[config.mk]
export PLATFORM = sky130hd
export DESIGN_NAME = config_line_canonicalizer_unit
export DESIGN_NICKNAME = d
export VERILOG_FILES = /design/src/rtl/clc_pkg.sv /design/src/rtl/config_line_canonicalizer_unit.sv
export SDC_FILE = /design/constraint.sdc
export NUM_CORES = 1
export LEC_CHECK = 0
export BUFFER_PORTS_ARGS = -buffer_cell sky130_fd_sc_hd__buf_4
export CORE_ASPECT_RATIO = 1.1
export CORE_MARGIN = 1
export CORE_UTILIZATION = 49
export DETAILED_ROUTE_END_ITERATION = 8
export PLACE_DENSITY = 0.78
export SLEW_MARGIN = 30
export SYNTH_ARGS = -nofsm -noshare
export SYNTH_HDL_FRONTEND = slang
export SYNTH_SLANG_ARGS = --single-unit
[constraint.sdc]
create_clock -name aclk -period 1.9 [get_ports aclk]
set_input_delay 0.285 -clock aclk [delete_from_list [all_inputs] [get_ports aclk]]
set_output_delay 0.285 -clock aclk [all_outputs]
set_load 0.005 [all_outputs]
[src/rtl/clc_pkg.sv]
package clc_pkg;

    // Byte codes that steer the canonicaliser.
    localparam logic [7:0] BYTE_NUL       = 8'd0;
    localparam logic [7:0] BYTE_TAB       = 8'd9;
    localparam logic [7:0] BYTE_NEWLINE   = 8'd10;
    localparam logic [7:0] BYTE_SPACE     = 8'd32;
    localparam logic [7:0] BYTE_HASH      = 8'd35;
    localparam logic [7:0] BYTE_COMMA     = 8'd44;
    localparam logic [7:0] BYTE_UPPER_A   = 8'd65;
    localparam logic [7:0] BYTE_UPPER_Z   = 8'd90;
    localparam logic [7:0] BYTE_BACKSLASH = 8'd92;
    localparam logic [7:0] CASE_OFFSET    = 8'd32;

    // Most result items that one input item can cause.
    localparam int MAX_RESULTS = 3;

    typedef logic [1:0] res_count_t;
    typedef logic [7:0] byte_t;

    // Only 'A' to 'Z' change; all other bytes pass unchanged.
    function automatic byte_t lower_byte(input byte_t b);
        if (b >= BYTE_UPPER_A && b <= BYTE_UPPER_Z) begin
            return b + CASE_OFFSET;
        end
        return b;
    endfunction

endpackage

[src/rtl/config_line_canonicalizer_unit.sv]
// Channel   Ports                               Direction  Handshake
// input     s_in_byte                           in         s_valid / s_ready
// result    m_out_byte, m_line_done             out        m_valid / m_ready
//
// Each input byte is decoded in the cycle that it is accepted; its results are
// available from the result buffer in the following cycle.
// Ordinary bytes give at most one result, so one item is taken in every cycle
// while m_ready holds. A newline can give up to three results; the next item
// waits until only the last of them remains in the buffer and is being taken.
// Reset (aresetn low, synchronous) empties the buffer and clears the line state.
module config_line_canonicalizer_unit
    import clc_pkg::*;
(
    input  logic       aclk,
    input  logic       aresetn,
    input  logic       s_valid,
    output logic       s_ready,
    input  logic [7:0] s_in_byte,
    output logic       m_valid,
    input  logic       m_ready,
    output logic [7:0] m_out_byte,
    output logic       m_line_done
);

    // Line state.
    logic skip_rest_reg, skip_rest_next;
    logic escape_pending_reg, escape_pending_next;
    logic emitted_any_reg, emitted_any_next;
    logic last_was_zero_reg, last_was_zero_next;

    // Result buffer: slot 0 is presented on the result channel.
    res_count_t cnt_reg, cnt_next;
    byte_t      slot_byte_reg [MAX_RESULTS];
    byte_t      slot_byte_next [MAX_RESULTS];
    logic       slot_done_reg [MAX_RESULTS];
    logic       slot_done_next [MAX_RESULTS];

    // Decoded results of the incoming item.
    res_count_t res_cnt;
    byte_t      res_byte [MAX_RESULTS];
    logic       res_done [MAX_RESULTS];

    logic push;
    logic pop;

    assign m_valid     = (cnt_reg != res_count_t'(0));
    assign m_out_byte  = slot_byte_reg[0];
    assign m_line_done = slot_done_reg[0];
    assign s_ready     = (cnt_reg == res_count_t'(0)) ||
                         ((cnt_reg == res_count_t'(1)) && m_ready);
    assign push        = s_valid && s_ready;
    assign pop         = m_valid && m_ready;

    // Decode one byte into its results and the new line state.
    always_comb begin
        logic       bs_put;
        logic       eff_emitted;
        logic       eff_zero;
        res_count_t idx;
        res_cnt             = res_count_t'(0);
        idx                 = res_count_t'(0);
        bs_put              = 1'b0;
        eff_emitted         = 1'b0;
        eff_zero            = 1'b0;
        for (int i = 0; i < MAX_RESULTS; i++) begin
            res_byte[i] = BYTE_NUL;
            res_done[i] = 1'b0;
        end
        skip_rest_next      = skip_rest_reg;
        escape_pending_next = escape_pending_reg;
        emitted_any_next    = emitted_any_reg;
        last_was_zero_next  = last_was_zero_reg;

        if (s_in_byte == BYTE_NEWLINE) begin
            // A pending backslash is kept as a plain byte, then the line closes.
            bs_put      = escape_pending_reg && !skip_rest_reg;
            eff_emitted = emitted_any_reg || bs_put;
            eff_zero    = last_was_zero_reg && !bs_put;
            if (bs_put) begin
                res_byte[idx] = BYTE_BACKSLASH;
                idx           = idx + res_count_t'(1);
            end
            if (eff_emitted) begin
                if (!eff_zero) begin
                    res_byte[idx] = BYTE_NUL;
                    idx           = idx + res_count_t'(1);
                end
                res_byte[idx] = BYTE_NUL;
                res_done[idx] = 1'b1;
                idx           = idx + res_count_t'(1);
            end
            res_cnt             = idx;
            skip_rest_next      = 1'b0;
            escape_pending_next = 1'b0;
            emitted_any_next    = 1'b0;
            last_was_zero_next  = 1'b0;
        end else if (skip_rest_reg) begin
            // Rest of the line is dropped.
        end else if (escape_pending_reg) begin
            escape_pending_next = 1'b0;
            res_cnt             = res_count_t'(1);
            emitted_any_next    = 1'b1;
            last_was_zero_next  = 1'b0;
            if (s_in_byte == BYTE_NUL) begin
                res_byte[0]    = BYTE_BACKSLASH;
                skip_rest_next = 1'b1;
            end else begin
                res_byte[0] = lower_byte(s_in_byte);
            end
        end else if (s_in_byte == BYTE_BACKSLASH) begin
            escape_pending_next = 1'b1;
        end else if (s_in_byte == BYTE_HASH || s_in_byte == BYTE_NUL) begin
            skip_rest_next = 1'b1;
        end else if (s_in_byte == BYTE_SPACE || s_in_byte == BYTE_TAB ||
                     s_in_byte == BYTE_COMMA) begin
            // A separator closes a token only once.
            if (emitted_any_reg && !last_was_zero_reg) begin
                res_cnt            = res_count_t'(1);
                res_byte[0]        = BYTE_NUL;
                last_was_zero_next = 1'b1;
            end
        end else begin
            res_cnt            = res_count_t'(1);
            res_byte[0]        = lower_byte(s_in_byte);
            emitted_any_next   = 1'b1;
            last_was_zero_next = 1'b0;
        end
    end

    // Buffer update: load new results, or shift out the one taken.
    always_comb begin
        cnt_next = cnt_reg;
        for (int i = 0; i < MAX_RESULTS; i++) begin
            slot_byte_next[i] = slot_byte_reg[i];
            slot_done_next[i] = slot_done_reg[i];
        end
        if (push) begin
            cnt_next = res_cnt;
            for (int i = 0; i < MAX_RESULTS; i++) begin
                slot_byte_next[i] = res_byte[i];
                slot_done_next[i] = res_done[i];
            end
        end else if (pop) begin
            cnt_next = cnt_reg - res_count_t'(1);
            for (int i = 0; i < MAX_RESULTS - 1; i++) begin
                slot_byte_next[i] = slot_byte_reg[i + 1];
                slot_done_next[i] = slot_done_reg[i + 1];
            end
        end
    end

    // Control registers.
    always_ff @(posedge aclk) begin
        if (!aresetn) begin
            cnt_reg            <= res_count_t'(0);
            skip_rest_reg      <= 1'b0;
            escape_pending_reg <= 1'b0;
            emitted_any_reg    <= 1'b0;
            last_was_zero_reg  <= 1'b0;
        end else begin
            cnt_reg <= cnt_next;
            if (push) begin
                skip_rest_reg      <= skip_rest_next;
                escape_pending_reg <= escape_pending_next;
                emitted_any_reg    <= emitted_any_next;
                last_was_zero_reg  <= last_was_zero_next;
            end
        end
    end

    // Payload registers of the result buffer.
    always_ff @(posedge aclk) begin
        for (int i = 0; i < MAX_RESULTS; i++) begin
            slot_byte_reg[i] <= slot_byte_next[i];
            slot_done_reg[i] <= slot_done_next[i];
        end
    end

    // The closing item of a line is always a zero byte.
    assert property (@(posedge aclk) disable iff (!aresetn)
        (m_valid && m_line_done) |-> (m_out_byte == BYTE_NUL))
        else $error("line_done on a non-zero byte");

    // A zero can only be the last byte if something was produced.
    assert property (@(posedge aclk) disable iff (!aresetn)
        last_was_zero_reg |-> emitted_any_reg)
        else $error("last_was_zero set on an empty line");

    // Dropping and escaping never overlap.
    assert property (@(posedge aclk) disable iff (!aresetn)
        !(skip_rest_reg && escape_pending_reg))
        else $error("skip and escape both set");

    // A newline clears all line state.
    assert property (@(posedge aclk) disable iff (!aresetn)
        (push && s_in_byte == BYTE_NEWLINE) |=>
        (!skip_rest_reg && !escape_pending_reg && !emitted_any_reg))
        else $error("line state not cleared at newline");

    // The buffer never holds more than a newline can produce.
    assert property (@(posedge aclk) disable iff (!aresetn)
        push |=> (cnt_reg <= res_count_t'(MAX_RESULTS)))
        else $error("result buffer overfilled");

endmodule

# Word level (Yosys, flattened, before mapping)

Memories as Yosys holds them, arrays and structs flattened.
Cells that the tools add are included.

Mux-type cells: 80
Order comparisons: 6
Add/sub/neg operators: 4
Bitwise operators: 6
Reductions and logical operators: 24
Equal/unequal tests: 12

Operators with widths:

| operator                                                        | count |
|---|---|
| two-way mux 8 bit                                               | 14 |
| two-way mux 24 bit                                              | 4 |
| AND 24 bit                                                      | 2 |
| two-way mux 16 bit                                              | 3 |
| inverter 24 bit                                                 | 2 |
| two-way mux 1 bit                                               | 38 |
| demux 8 bit (select 2 bit)                                      | 2 |
| two-way mux 2 bit                                               | 15 |
| equality test 8 x 6 -> 1 bit (second input constant)            | 3 |
| equality test 8 x 4 -> 1 bit (second input constant)            | 2 |
| AND reduction 5 bit                                             | 2 |
| logical AND 1 bit                                               | 9 |
| inequality test 3 bit (second input constant)                   | 3 |
| adder 8 x 6 -> 8 bit (second input constant)                    | 1 |
| equality test 8 x 7 -> 1 bit (second input constant)            | 1 |
| >= comparator 8 x 7 -> 1 bit (second input constant)            | 1 |
| less-or-equal comparator 8 x 7 -> 1 bit (second input constant) | 1 |
| zero test 8 bit                                                 | 1 |
| two-way mux 7 bit                                               | 1 |
| >= comparator 3 bit (second input constant)                     | 2 |
| less-than comparator 3 x 1 -> 1 bit (second input constant)     | 2 |
| two-way mux 3 bit                                               | 2 |
| inverter 2 -> 3 bit                                             | 2 |
| logical OR 1 bit                                                | 5 |
| 10 further kinds                                                | 14 |

Input port bits: 12
Register bits: 6
Output and inout bits: 11
Memories: 2
RAM bits: 27
Word-level logic and storage cells: 139

Memories:

| name          | words | width | rd ports | clocked after Yosys merged registers in | write ports | RTL line                             | source |
|---|---|---|---|---|---|---|---|
| slot_byte_reg | 3     | 8     | 3        | 0                                       | 3           | config_line_canonicalizer_unit.sv:33 | `byte_t slot_byte_reg [MAX_RESULTS];` |
| slot_done_reg | 3     | 1     | 3        | 0                                       | 3           | config_line_canonicalizer_unit.sv:35 | `logic slot_done_reg [MAX_RESULTS];` |

# Depth between registers and ports, before layout

Depth in word-level cells: 18
Mapped depth: 7
Depth with buffers taken out: 7

# Least setup slack after synthesis

Ideal clock, no wire load.

Kind: register to register
Start point: register escape_pending_reg
End point: memory slot_byte_reg[0][7] (netlist name), data pin
Path buffers: 1
Data required time: 1.742 ns
Stages on the path, launching flop included: 6
Period minus slack after synthesis: 1.782 ns
Setup slack: 0.118 ns
Library setup time: 0.158 ns
Arrival: 1.624 ns
Cells stage by stage: dfxtp_1 > clkbuf_1 > nor4b_2 > a31oi_4 > or4b_1 > a211oi_2

RTL lines:

| element                  | RTL line                              | source |
|---|---|---|
| start: declaration       | config_line_canonicalizer_unit.sv:27  | `logic escape_pending_reg, escape_pending_next;` |
| start signal: assignment | config_line_canonicalizer_unit.sv:164 | `escape_pending_reg <= escape_pending_next;` |
| end: declaration         | config_line_canonicalizer_unit.sv:33  |  |

==> flow_summary_export.csv <==
group,metric,value,unit
layout,largest_reg_flops,8,
sta,hold_violations,0,
die,num_rows,18,
critical_path,critPathSlowestCell,"or4b_4",
logic_synthesis,synth_edf_count,11,
logic_synthesis,synthCells,127,
global_routing,gr-total-overflow,0,
route,vias,1128,
route,drt-initial-drc-count,29,
clock_tree,clockBufferDepth,2,
die,die_x,49.6,um
flow_run,cap_violations,0,
logic_synthesis,ys.flop_type,"edfxtp_1",
logic_synthesis,synth_top_area_cell,"edfxtp_1",
sta,post-route-period-util,94.2,%
route,wl,2.64,mm
layout,n_fill_cell,206,
critical_path,max_stage_delay,570,ps
die,io_pins,23,
critical_path,crit_path_max_fanout,3,
sta,fin_setup_tns,0,ps
logic_synthesis,avgSynthCellArea,9.63,sq um
die,start_util,53.2,%
clock_tree,holdBufCountCts,0,
critical_path,required,2020,ps
clock_tree,cts-root-buf,"clkbuf_4",
critical_path,start_kind,"flip-flop",
clock_tree,clock_latency,290,ps
global_routing,grt_max_degree,18,
logic_synthesis,yosys-top-cells-area,"edfxtp_1 (27%), dfxtp_1 (9.8%), inv_1 (3.7%), nand2_1 (3.4%), a211oi_1 (3.1%)",
sta,relSlewSlack,74.8,%
route,wire_per_inst,14.6,um
logic_synthesis,ys_ff_latch,17,
placement,numPortBuffers,22,
critical_path,arrival,1910,ps
sta,worstMarginPinSlew,377,ps
sta,fin_ws,110,ps
global_routing,antenna_found_initial,0,
route,drc,0,
clock_tree,cts_buffers,3,
global_routing,grt_pass1_wl,4.42,mm
sta,timing.fmax,559,MHz
logic_synthesis,yosysSeqAreaShare,36.8,%
critical_path,critPathCaptureType,"flip-flop",
die,die_h,54.4,um
route,ant_nets,0,
critical_path,path_cells,"inv_1 -> ha_1 -> a21o_1 -> nand2_1 -> or4b_4 -> a211oi_2",
placement,gp_congestion,0.901,
power,power_density,665,mW/mm^2
layout,area_growth,19.4,%
logic_synthesis,synth.top_cell.area_share,27.0,%
layout,nets,167,
power,irDropWorstVdd,0.399,mV
layout,multi_input_area,674,sq um
die,design.core.area,0.00230,sq mm
critical_path,worstSetupPathType,"flip-flop to flip-flop",
placement,pre_cts_ws,27.1,ps
logic_synthesis,syn_nets,142,
critical_path,path_buf_inv,1,
clock_tree,tritoncts,"yes",
logic_synthesis,synth_cell_types,53,
clock_tree,clk_pin_slew,90,ps
die,design.die.area,0.00270,sq mm
route,drtPass1Iterations,4,
clock_tree,cts_sinks,17,
sta,setup_viol,0,
layout,layout-drive-gt1-share,28.5,%
sta,fin_crit,1790,ps
placement,dpl.hpwl,2.07,mm
logic_synthesis,syn_area,0.00122,sq mm
route,via_per_inst,6.23,
clock_tree,cts_resized,0,
critical_path,path_delay_family,"simple AND/OR/NAND/NOR gates",
global_routing,grt_usage,21.7,%
sta,fin_skew,13.8,ps
power,power_leakage,0.562,nW
layout,antenna_cells,0,
logic_synthesis,async_flop_share,0,%
min_path,holdCritPathClass,"input port to flip-flop",
sta,drv_slew,0,
layout,seq_area,450,sq um
run_status,status,"finished, final reports clean",
critical_path,reg2reg_setup_slack,110,ps
logic_synthesis,ys_warn_count,0,
sta,rsz0062_at_grt,"no",
global_routing,grt_pass1_vias,1024,
clock_tree,cts_setup_buffers,0,
clock_tree,htree_levels,1,
==> final cells by class <==
type	count	share of cell area, %
repair buffers	28	15.3
inverters	13	3.34
flip-flops and latches	17	30.8
well taps	30	2.57
clock buffers	4	1.80
multi-input cells	89	46.2
==> worst paths after layout <==
kind                                startpoint                                end  depth (start not counted)
max                    cnt_reg[1]$_SDFFE_PN0P_  slot_byte_reg[0][7]$_SDFFCE_PP0P_                          6
min                                    aresetn    escape_pending_reg$_SDFFE_PN0P_                          2
max reg2reg            cnt_reg[1]$_SDFFE_PN0P_  slot_byte_reg[0][7]$_SDFFCE_PP0P_                          6
min reg2reg  slot_done_reg[0][2]$_SDFFCE_PN0P_      slot_done_reg[0][1]$_DFFE_PP_                          2
==> cells in the mapped netlist, types with 3 or more instances <==
cell type / number
ha_1: 3
a211oi_1: 5
edfxtp_1: 11
a21oi_1: 3
nand2_1: 11
dfxtp_1: 6
nor2_1: 4
inv_1: 12
o21ai_0: 5
o21ai_1: 3
or3_1: 4
buf_2: 3
nand4_1: 3
nor4_1: 4
==> placed cells by master (no fill, tap or decap), types with 2 or more instances in the layout <==
| master | netlist | final |
|---|---|---|
| buf_4 | 1 | 27 |
| inv_1 | 12 | 12 |
| nand2_1 | 11 | 11 |
| edfxtp_1 | 11 | 11 |
| dfxtp_1 | 6 | 6 |
| o21ai_0 | 5 | 5 |
| a211oi_1 | 5 | 5 |
| nor2_1 | 4 | 4 |
| nor4_1 | 4 | 4 |
| or3_1 | 4 | 4 |
| o21ai_1 | 3 | 3 |
| a21oi_1 | 3 | 3 |
| nand4_1 | 3 | 3 |
| ha_1 | 3 | 3 |
| clkbuf_4 | 0 | 3 |
| or4_4 | 2 | 2 |
| o31ai_1 | 2 | 2 |
| nand3_1 | 2 | 2 |
| nor3_1 | 2 | 2 |
| o211ai_1 | 2 | 2 |
| a31oi_1 | 2 | 2 |
| o221a_1 | 2 | 2 |
| a211oi_2 | 2 | 2 |
| a41o_1 | 2 | 2 |
==> per-stage QoR <==
step / total power, mW / cells / area [sq um] / util (%) / hold slack, ps
6_report: 0.971 / 181 / 1460 / 63.6 / 247
5_1_grt: 1.03 / 181 / 1460 / 63.6 / 237
4_1_cts: 0.975 / 181 / 1460 / 63.4 / 239
3_5_place_dp: 0.794 / 177 / 1430 / 62.3 / 512
3_3_place_gp: 0.782 / 177 / 1430 / 62.3 / 508
2_1_floorplan: 0.650 / 127 / 1220 / - / 403
==> report_power, final <==
part	total, mW	internal [mW]	switching, mW	leakage (nW)
Clock	0.183	0.0816	0.102	0.0150
Combinational	0.306	0.151	0.156	0.385
Sequential	0.481	0.460	0.0217	0.162
==> cells by family after synthesis <==
kind of cell | count (synthesis) | synth area share, %
simple gates | 44 | 22.4
buf+inv | 21 | 8.29
mux | 1 | 0.921
fa+ha+maj | 3 | 3.07
flops | 17 | 36.8
compound gates | 41 | 28.5
==> metal layers <==
layer,vias up,global-route usage [%],part of all wire [%]
li1,548,-,-
met4,0,9.52,1.6
met1,522,25.1,41
met5,-,0,0
met3,5,1.67,6.1
met2,53,41.4,51
No activity file was read; power rests on OpenSTA's default activity.
